**src/mfde_pkg.sv**
```systemverilog
// ----------------------------------------------------------------------------
// mfde_pkg
// Shared types and constants of the monochrome frame-store draw engine.
// ----------------------------------------------------------------------------
package mfde_pkg;

    localparam int SCREEN_COLUMNS = 128;
    localparam int SCREEN_ROWS    = 128;
    localparam int STORE_DEPTH    = 2048;
    localparam int ADDR_W         = 11;
    localparam int QUEUE_DEPTH    = 2;

    typedef enum logic [2:0] {
        ACT_CLEAR  = 3'd0,
        ACT_PIXEL  = 3'd1,
        ACT_LINE   = 3'd2,
        ACT_CIRCLE = 3'd3,
        ACT_RECT   = 3'd4,
        ACT_READ   = 3'd5,
        ACT_BAD6   = 3'd6,
        ACT_BAD7   = 3'd7
    } action_t;

    // One classified command as it sits in the queue
    typedef struct packed {
        action_t     action;
        logic [7:0]  x_first;
        logic [7:0]  y_first;
        logic [7:0]  x_second;
        logic [7:0]  y_second;
        logic [7:0]  radius;
        logic [7:0]  rect_width;
        logic [7:0]  rect_height;
        logic        color;
        logic [10:0] read_index;
    } cmd_t;

    typedef enum logic [3:0] {
        ST_IDLE,
        ST_CLEAR,
        ST_PT_GEN,
        ST_PT_READ,
        ST_PT_WAIT,
        ST_PT_WRITE,
        ST_RD_READ,
        ST_RD_WAIT,
        ST_DONE
    } state_t;

    // Shape generator classes
    typedef enum logic [1:0] {
        GEN_PIXEL,
        GEN_LINE,
        GEN_CIRCLE,
        GEN_RECT
    } gen_t;

endpackage

```
**src/mfde_front.sv**
```systemverilog
// ----------------------------------------------------------------------------
// mfde_front
// Accepts commands and holds them in a short queue for the drawing back end.
// ----------------------------------------------------------------------------
module mfde_front (
    input  logic            aclk,
    input  logic            aresetn,
    input  logic            in_valid,
    output logic            in_ready,
    input  mfde_pkg::cmd_t  in_cmd,
    output logic            q_valid,
    input  logic            q_ready,
    output mfde_pkg::cmd_t  q_cmd
);

    mfde_pkg::cmd_t slot_reg [mfde_pkg::QUEUE_DEPTH];
    logic           wp_reg, rp_reg;
    logic [1:0]     cnt_reg;
    logic           push, pop;

    assign in_ready = (cnt_reg != 2'(mfde_pkg::QUEUE_DEPTH));
    assign q_valid  = (cnt_reg != 2'd0);
    assign q_cmd    = slot_reg[rp_reg];
    assign push     = in_valid && in_ready;
    assign pop      = q_valid && q_ready;

    // Store a transfer in the next free slot
    always_ff @(posedge aclk) begin
        if (push) begin
            slot_reg[wp_reg] <= in_cmd;
        end
    end

    // Advance pointers and occupancy
    always_ff @(posedge aclk) begin
        if (!aresetn) begin
            wp_reg  <= 1'b0;
            rp_reg  <= 1'b0;
            cnt_reg <= 2'd0;
        end else begin
            if (push) wp_reg <= ~wp_reg;
            if (pop)  rp_reg <= ~rp_reg;
            cnt_reg <= cnt_reg + 2'(push) - 2'(pop);
        end
    end

    a_no_pop_empty: assert property (@(posedge aclk) disable iff (!aresetn)
        (cnt_reg == 2'd0) |-> !pop) else $error("pop from empty queue");
    a_full_no_push: assert property (@(posedge aclk) disable iff (!aresetn)
        (cnt_reg == 2'd2) |-> !push) else $error("push into full queue");
    a_count: assert property (@(posedge aclk) disable iff (!aresetn)
        (push && !pop && cnt_reg == 2'd0) |=> (cnt_reg == 2'd1))
        else $error("queue count slip");

endmodule

```
**config.mk**
```make
export PLATFORM = sky130hd
export DESIGN_NAME = mfde_front
export DESIGN_NICKNAME = d
export VERILOG_FILES = /design/src/mfde_pkg.sv /design/src/mfde_front.sv
export SDC_FILE = /design/constraint.sdc
export NUM_CORES = 1
export LEC_CHECK = 0
export BUFFER_PORTS_ARGS = -buffer_cell sky130_fd_sc_hd__buf_2
export CAP_MARGIN = 25
export CORE_MARGIN = 4
export CORE_UTILIZATION = 56
export CTS_CLUSTER_DIAMETER = 120
export DETAILED_ROUTE_END_ITERATION = 12
export PLACE_DENSITY = 0.84
export SKIP_CTS_REPAIR_TIMING = 1
export SYNTH_ARGS = -nofsm -noshare
export SYNTH_HDL_FRONTEND = slang
export SYNTH_SLANG_ARGS = --single-unit
```
**constraint.sdc**
```tcl
create_clock -name aclk -period 9.7 [get_ports aclk]
set_input_delay 0.485 -clock aclk [delete_from_list [all_inputs] [get_ports aclk]]
set_output_delay 0.485 -clock aclk [all_outputs]
set_load 0.01 [all_outputs]
```
==> key figures, run 1 <==
Timing
  – RSZ-0062 raised after global routing: no
  – Hold Fails Final Rpt: 0
  – Final Worst Setup Slack: between 6 and 7 ns
  – Setup Total Neg Slack: 0 ns
  – Final cycle utilization of the critical path: 0.305
  – Worst-margin pin slew: between 0.9 and 1 ns
  – Final slew viol count: 0
  – Endpoints failing setup: 0
  – WHS: 0.155 ns
  – Clock Skew: between 0.009 and 0.01 ns
  – Fmax: roughly 0.34 GHz
  – Max_slew headroom: 0.355
  – Tmin final: 2.96 ns

GRT
  – GRT Total Usage: 0.163
  – First-pass GRT wire length: roughly 14000 microns
  – Vias in the first global route: approximately 2800
  – Largest net degree at the start of global routing: roughly 70
  – Initial antenna violation count: 1
  – GRT overflow: 0

Place
  – IO Port Bufs: about 150
  – HPWL after DPL: around 6100 microns
  – GPL Wtd Cong: between 0.7 and 0.8
  – Post-place setup slack: just over 7 ns

Layout
  – Max reg flops: ~140
  – Ant diodes: 0
  – Nets: ~480
  – Area Overhead vs Synth: 23.0%
  – Layout cell share with drive strength beyond 1: 0.599
  – Fillers: 613

Setup path
  – Endpoint kind of the worst setup timing path: output port
  – Critical R2R Launch: cnt_reg[0]
  – CP startpoint kind: register
  – R2R setup slack: around 7.5 ns
  – Reg2Reg Capture Point: slot_reg[0][9]
  – R2R cell count: 4
  – Crit path max fanout: 43
  – Critical Path AT: approximately 2.5 ns
  – Crit Path Class: register to output port
  – Required time worst endpoint: ~9 ns

Floorplanning
  – Initial core utilization: 0.579
  – I/O pin cnt: between 100 and 150
  – Row cnt: 36
  – Die width: between 100 and 150 microns
  – Die Ht: around 110 microns
  – Core ar.: a little under 0.01 sq mm
  – Die Area: 0.0119 sq mm

Clock tree
  – Clk Latency, worst-skew pair: 0.51 ns
  – Clk buf depth: 2
  – CTS clock-pin slew for the worst setup and hold paths: around 0.060 ns
  – H-tree levels: 4
  – TritonCTS buffer count: 17
  – CTS Root Cell: clkbuf_8
  – TritonCTS clock tree: done
  – Clock sinks: approximately 150

Yosys
  – Avg Inst Size Synth: between 20 and 25 sq um
  – Top-area cell type share of the netlist area: 0.747
  – Main synth FF type: edfxtp_1
  – Sequential fraction of the synthesis area: 0.764
  – Post-Syn Area: between 0.005 and 0.006 sq mm
  – Synth Register Bits: 147
  – Count leader, synth: edfxtp_1
  – Area leader, netlist: edfxtp_1
  – Post-synthesis cell type count: 18
  – Synth top area cells: edfxtp_1, mux2_4, buf_12
  – Mapped Nets: ~320
  – Cell count after synthesis: about 250
  – Synth cell count leaders: edfxtp_1, mux2_4, buf_12
  – Post-synth EDFFs: roughly 140
  – YS warnings: 0
  – Ys async rst share: 0

Power and ir drop
  – Sw power: 477 uW
  – P_int: approximately 1400 uW
  – Clock group share of total power: 0.313
  – Max VDD drop: 0.153 mV
  – Static Leak: about 0.0028 uW
  – Part of the power in registers: 0.451
  – Net switching fraction of the power: 0.255
  – Logic pwr share: 0.236
  – PwrDens: between 200 and 300 mW/mm^2

Routing
  – # DRC: 0
  – Vias: 2738
  – Initial detailed-routing violation count: 116
  – Final ANT Viol Nets: 0
  – WL final: approximately 9400 microns
  – Drt via density: 4.99
  – DR pass1 iterations: 5
  – Avg WL per Cell: between 15 and 20 microns

Hold path
  – Critical hold path startpoint: in_cmd[26]
  – Hold Path Depth: 1
  – Hold endpoint: slot_reg[1][26]
  – Hold crit path type: input pin to register

Job
  – Maxcap violations: 0

Run status
  – Outcome: complete, no violations
## power groups by stage
stage          registers (uW)  clock network [uW]  logic [uW]
2_1_floorplan             835                   0         360
3_3_place_gp              854                   0         440
3_5_place_dp              859                   0         446
4_1_cts                   847                 599         450
5_1_grt                   855                 626         476
6_report                  845                 586         442
## through the flow
stage | power, uW | std cells | instance area (sq um) | utilization
3_3_place_gp | 1290 | 519 | 6490 | 0.658
6_report | 1870 | 549 | 7030 | 0.712
5_1_grt | 1960 | 549 | 7030 | 0.712
2_1_floorplan | 1200 | 245 | 5710 | -
4_1_cts | 1900 | 549 | 7030 | 0.712
3_5_place_dp | 1300 | 519 | 6490 | 0.658
## worst max-delay path, stage by stage (launching register included)
cell and delay (ns):
dfxtp_4 0.70, buf_4 0.74, mux2_4 0.36, buf_2 0.14
## layout make-up
cell class | instances | area [sq um] | share of cell area
sequential | 147 | 4370 | 0.622
multi-input combinational | 89 | 1200 | 0.171
timing repair buffer | 149 | 751 | 0.107
clock buffer | 18 | 418 | 0.0595
tap | 133 | 166 | 0.0237
clock inverter | 12 | 116 | 0.0166
inverter | 1 | 3.75 | 0.000534
## cell usage in the layout (no fill, tap or decap), types with 2 or more instances in the layout
| cell type | n |
|---|---|
| clkinv_4 | 2 |
| and2_1 | 2 |
| nor2b_1 | 2 |
| xnor2_1 | 3 |
| ha_1 | 2 |
| bufinv_16 | 2 |
| dfxtp_1 | 4 |
| nand2b_1 | 2 |
| buf_4 | 2 |
| clkinv_2 | 3 |
| nand2_1 | 2 |
| clkinv_1 | 4 |
| clkbuf_16 | 16 |
| edfxtp_1 | 142 |
| buf_2 | 147 |
| mux2_4 | 70 |
## worst max path at each step
stage	startpoint	to	depth (start not counted)	slack, ns
floorplan	cnt_reg[0]	slot_reg[0][0]	3	5.58
global placement	register	q_cmd[37]	3	7.28
detailed placement	register	q_cmd[37]	3	7.25
CTS	register	q_cmd[13]	3	6.68
global route	register	q_cmd[13]	3	6.59
finish	register	q_cmd[37]	3	6.74
## per-layer routing
metal,vias up,GRT usage,part of all wire
li1,1280,-,-
met1,1326,0.190,0.39
met2,114,0.270,0.51
met3,16,0.0539,0.081
met4,2,0.0821,0.016
met5,-,0,0.00085
## cell families after synthesis
logic type,Yosys count,share of synthesized area
AOI/OAI and AO/OA,1,0.00131
muxes,72,0.188
xor gates and xnor gates,3,0.00460
and+or+nand+nor,11,0.0107
DFF,147,0.764
buffers and inverters,9,0.0272
adders and majority gates,2,0.00438
No activity file was read; power rests on OpenSTA's default activity.
==> run 2: changes to the inputs <==
- CORE_UTILIZATION: 56 -> 47
- PLACE_DENSITY: 0.84 -> 0.75
- clock period: 9.7 -> 2.5 ns (I/O delays scaled with it)
==> key figures, run 2 (synthesis results as in run 1) <==
Setup path
  – Crit Path Class: register to output port
  – Endpoint kind of the worst setup timing path: output port
  – CP startpoint kind: register
  – Required time worst endpoint: 2.38 ns
  – R2R setup slack: 0.79 ns
  – Critical Path AT: around 1.9 ns
  – Crit path max fanout: 24
  – R2R cell count: 8
  – Critical R2R Launch: cnt_reg[0]
  – Reg2Reg Capture Point: cnt_reg[1]

Timing
  – Hold Fails Final Rpt: 0
  – Tmin final: approximately 2 ns
  – RSZ-0062 raised after global routing: no
  – Endpoints failing setup: 0
  – Final slew viol count: 0
  – Fmax: ~0.5 GHz
  – Max_slew headroom: 0.622
  – Clock Skew: approximately 0.0057 ns
  – Setup Total Neg Slack: 0 ns
  – Worst-margin pin slew: about 0.57 ns
  – Final cycle utilization of the critical path: 0.798

Floorplanning
  – Die Ht: 118 microns
  – Row cnt: 40
  – Core ar.: approximately 0.012 sq mm
  – Die width: between 100 and 150 microns
  – Initial core utilization: 0.478
  – I/O pin cnt: approximately 150
  – Die Area: between 0.01 and 0.015 sq mm

Hold path
  – Critical hold path startpoint: in_valid
  – Hold endpoint: wp_reg
  – Hold crit path type: input pin to register
  – Hold Path Depth: 3

Layout
  – Max reg flops: 142
  – Ant diodes: 0
  – Nets: 558
  – Area Overhead vs Synth: 36.8%
  – Fin area: around 0.0078 sq mm
  – Fillers: around 800
  – Commonest non-fill, non-tap cell in the layout: buf_2
  – Most frequent cells in the layout: buf_2, edfxtp_1, dlygate4sd3_1, mux2_4, clkbuf_16
  – Layout cell share with drive strength beyond 1: 0.512

Clock tree
  – Clock sinks: around 150
  – CTS Root Cell: clkbuf_16
  – TritonCTS clock tree: done
  – H-tree levels: 4
  – TritonCTS buffer count: 17
  – Clk Latency, worst-skew pair: 0.41 ns
  – CTS clock-pin slew for the worst setup and hold paths: roughly 0.060 ns
  – Clk buf depth: 2

Job
  – Maxcap violations: 0

Routing
  – DR pass1 iterations: 4
  – Length of routed met3 wiring: about 550 microns
  – Highest routed layer: met4
  – WL final: 10600 microns
  – Wl on met1: roughly 4300 microns
  – Drt via density: 4.67
  – Final ANT Viol Nets: 0
  – # DRC: 0
  – Vias: ~3000
  – Avg WL per Cell: between 15 and 20 microns
  – Wire length on met2: 5470 microns
  – Initial detailed-routing violation count: about 140

Power and ir drop
  – Static Leak: 0.00310 uW
  – PwrDens: 945 mW/mm^2
  – Max VDD drop: between 0.7 and 0.8 mV

Place
  – HPWL after DPL: 6460 microns
  – Placed cell area: ~0.0066 sq mm
  – GPL Wtd Cong: just under 0.7
  – IO Port Bufs: ~150

GRT
  – GRT Total Usage: 0.140
  – Vias in the first global route: approximately 2900
  – First-pass GRT wire length: roughly 15000 microns
  – Initial antenna violation count: 0
  – GRT overflow: 0
  – Largest net degree at the start of global routing: between 40 and 50

Run status
  – Outcome: complete, no violations
[run 2: critical path, cell delays in order (launching register included)]
cell,delay [ns]
dfxtp_4,0.64
buf_4,0.34
mux2_4,0.33
buf_2,0.14
[run 2: area by class of cell]
cell class	count	area [sq um]	share of cell area
Sequential cell	147	4370	0.559
Inverter	1	3.75	0.000480
Multi-Input combinational cell	89	1200	0.154
Timing Repair Buffer	225	1530	0.195
Tap cell	147	184	0.0235
Clock inverter	11	87.6	0.0112
Clock buffer	21	440	0.0564
[run 2: stage by stage]
step,utilization,hold slack [ns],instances,power (uW),worst slack (ns)
5_1_grt,0.653,0.114,641,7710,0.427
3_5_place_dp,0.549,0.318,537,5110,0.814
2_1_floorplan,-,0.224,245,4620,0.345
4_1_cts,0.593,-0.121,569,7360,0.466
6_report,0.653,0.114,641,7390,0.504
3_3_place_gp,0.549,0.312,537,5070,0.875
[run 2: metal layers]
layer,vias up,global-route usage
met5,-,0
met2,98,0.224
met3,19,0.0565
met1,1443,0.161
met4,0,0.0718
li1,1435,-
[run 2: worst max-delay path by stage]
stage,startpoint,endpoint,slack [ns],cells after the start
floorplan,cnt_reg[0],slot_reg[0][0],0.34,3
global placement,cnt_reg[0],slot_reg[1][70],0.88,3
detailed placement,cnt_reg[0],cnt_reg[1],0.81,8
CTS,register,q_cmd[11],0.47,3
global route,register,q_cmd[47],0.43,3
finish,register,q_cmd[5],0.50,3
[run 2: report_power, final]
group | internal [uW] | leakage, uW | total, uW | switching (uW)
clock network | 1350 | 0.000250 | 2250 | 895
logic | 1030 | 0.00148 | 1880 | 853
registers | 3100 | 0.00137 | 3260 | 158
total | 5480 | 0.00310 | 7390 | 1910
==> run 3: changes to the inputs <==
- CORE_UTILIZATION: 47 -> 52
- PLACE_DENSITY: 0.75 -> 0.79
- clock period: 2.5 -> 2 ns (I/O delays scaled with it)
==> key figures, run 3 (synthesis results as in run 1) <==
Setup path
  – Required time worst endpoint: 1.90 ns
  – CP max-delay cell: dfxtp_4
  – Worst path cell trace: buf_4, mux2_4, buf_2
  – R2R setup slack: 0.39 ns
  – CP startpoint kind: register
  – Crit Path Class: register to output port
  – Endpoint kind of the worst setup timing path: output port
  – CP peak stage delay: between 0.5 and 0.6 ns
  – Critical R2R Launch: cnt_reg[1]
  – Critical Path AT: 1.79 ns
  – Reg2Reg Capture Point: cnt_reg[1]
  – Crit path max fanout: 13
  – R2R cell count: 7
  – Setup crit end: q_cmd[45]

Run status
  – Outcome: complete, no violations

Layout
  – Commonest non-fill, non-tap cell in the layout: buf_2
  – Most frequent cells in the layout: buf_2, edfxtp_1, dlygate4sd3_1, mux2_4, clkbuf_16
  – Layout cell share with drive strength beyond 1: 0.529
  – Fin area: between 0.007 and 0.008 sq mm
  – Nets: approximately 560
  – Max reg flops: between 100 and 150
  – Ant diodes: 0
  – Area Overhead vs Synth: 38.1%

Hold path
  – Critical hold path startpoint: q_ready
  – Hold crit path type: input pin to register

Routing
  – Initial detailed-routing violation count: 116
  – DR pass1 iterations: 4
  – # DRC: 0
  – Drt via density: 4.80
  – WL final: 11000 microns
  – Avg WL per Cell: 17.3 microns
  – Final ANT Viol Nets: 0
  – Vias: 3057

Clock tree
  – Clk buf depth: 2
  – TritonCTS buffer count: 17
  – TritonCTS clock tree: done
  – CTS Root Cell: clkbuf_8
  – Clock sinks: 147
  – Clk Latency, worst-skew pair: roughly 0.51 ns
  – H-tree levels: 4
  – CTS clock-pin slew for the worst setup and hold paths: roughly 0.06 ns

Place
  – GPL Wtd Cong: roughly 0.71
  – Placed cell area: 0.00661 sq mm
  – IO Port Bufs: roughly 150
  – HPWL after DPL: around 6400 microns

Power and ir drop
  – Max VDD drop: about 0.88 mV
  – Part of the power in registers: 0.435
  – Total Power: 9340 uW
  – Clock group share of total power: 0.300
  – Logic pwr share: 0.265
  – P_int: approximately 6900 uW
  – Static Leak: 0.00313 uW
  – PwrDens: approximately 1200 mW/mm^2
  – Net switching fraction of the power: 0.265
  – Sw power: roughly 2500 uW

Timing
  – Hold Fails Final Rpt: 0
  – Fmax: between 0.5 and 0.6 GHz
  – Clock Skew: between 0.005 and 0.006 ns
  – Final slew viol count: 0
  – Tmin final: about 1.9 ns
  – Worst-margin pin slew: 0.449 ns
  – Final cycle utilization of the critical path: 0.943
  – RSZ-0062 raised after global routing: no
  – Max_slew headroom: 0.701
  – Endpoints failing setup: 0

Floorplanning
  – Initial core utilization: 0.529
  – Die Ht: between 100 and 150 microns
  – Die width: approximately 110 microns
  – Die Area: ~0.013 sq mm
  – I/O pin cnt: between 100 and 150
  – Row cnt: 38
  – Core ar.: ~0.011 sq mm

GRT
  – GRT overflow: 0
  – First-pass GRT wire length: about 15000 microns
  – Vias in the first global route: 3005
  – Initial antenna violation count: 0
  – GRT Total Usage: 0.157
  – Largest net degree at the start of global routing: just over 70

Job
  – Maxcap violations: 0
[run 3: changes by cell type in the layout (fill, tap and decap cells not counted), moves of 2 or more]
cell / before / now
clkinvlp_4: 3 / 6
buf_12: 2 / 4
clkbuf_1: 4 / 2
clkinv_1: 3 / 0
[run 3: worst min-delay path by stage]
stage / to / cells after the start
4_1_cts: slot_reg[1][53] / 1
3_3_place_gp: slot_reg[1][31] / 1
6_report: register / 4
3_5_place_dp: slot_reg[1][63] / 1
5_1_grt: register / 4
2_1_floorplan: slot_reg[0][0] / 0
[run 3: layout make-up]
type,count,area (sq um)
fillers,627,2910
clock buffers,19,422
clock inverters,13,113
flip-flops and latches,147,4370
well taps,140,175
multi-input cells,89,1220
repair buffers,228,1580
inverters,1,3.75
[run 3: power groups by stage]
stage	clock [uW]	sequential [uW]	combinational (uW)
3_5_place_dp	0	4150	2300
6_report	2800	4060	2480
5_1_grt	3040	4090	2640
3_3_place_gp	0	4120	2280
2_1_floorplan	0	4030	1770
4_1_cts	2860	4090	2320
[run 3: per-layer routing]
metal | global-route usage | part of all wire | up-vias
met2 | 0.273 | 0.54 | 112
met1 | 0.168 | 0.38 | 1479
met5 | 0 | 0 | -
met4 | 0.0569 | 0.019 | 0
met3 | 0.0722 | 0.064 | 17
li1 | - | - | 1449
[run 3: through the flow]
stage	hold WS [ns]	utilization	setup TNS (ns)	cells	worst slack [ns]
global placement	0.287	0.612	0	531	0.446
finish	0.0710	0.731	0	637	0.115
global route	0.0952	0.731	0	637	0.0442
floorplan	0.199	-	-1.38	245	-0.0194
detailed placement	0.292	0.612	0	531	0.398
CTS	-0.259	0.662	-1.33	563	-0.0589
[run 3: critical path: cells and delay by family, from the launching register on]
| kind | cells | cell delay (ns) |
|---|---|---|
| DFF | 1 | 0.53 |
| buffers and inverters | 2 | 0.42 |
| muxes | 1 | 0.32 |
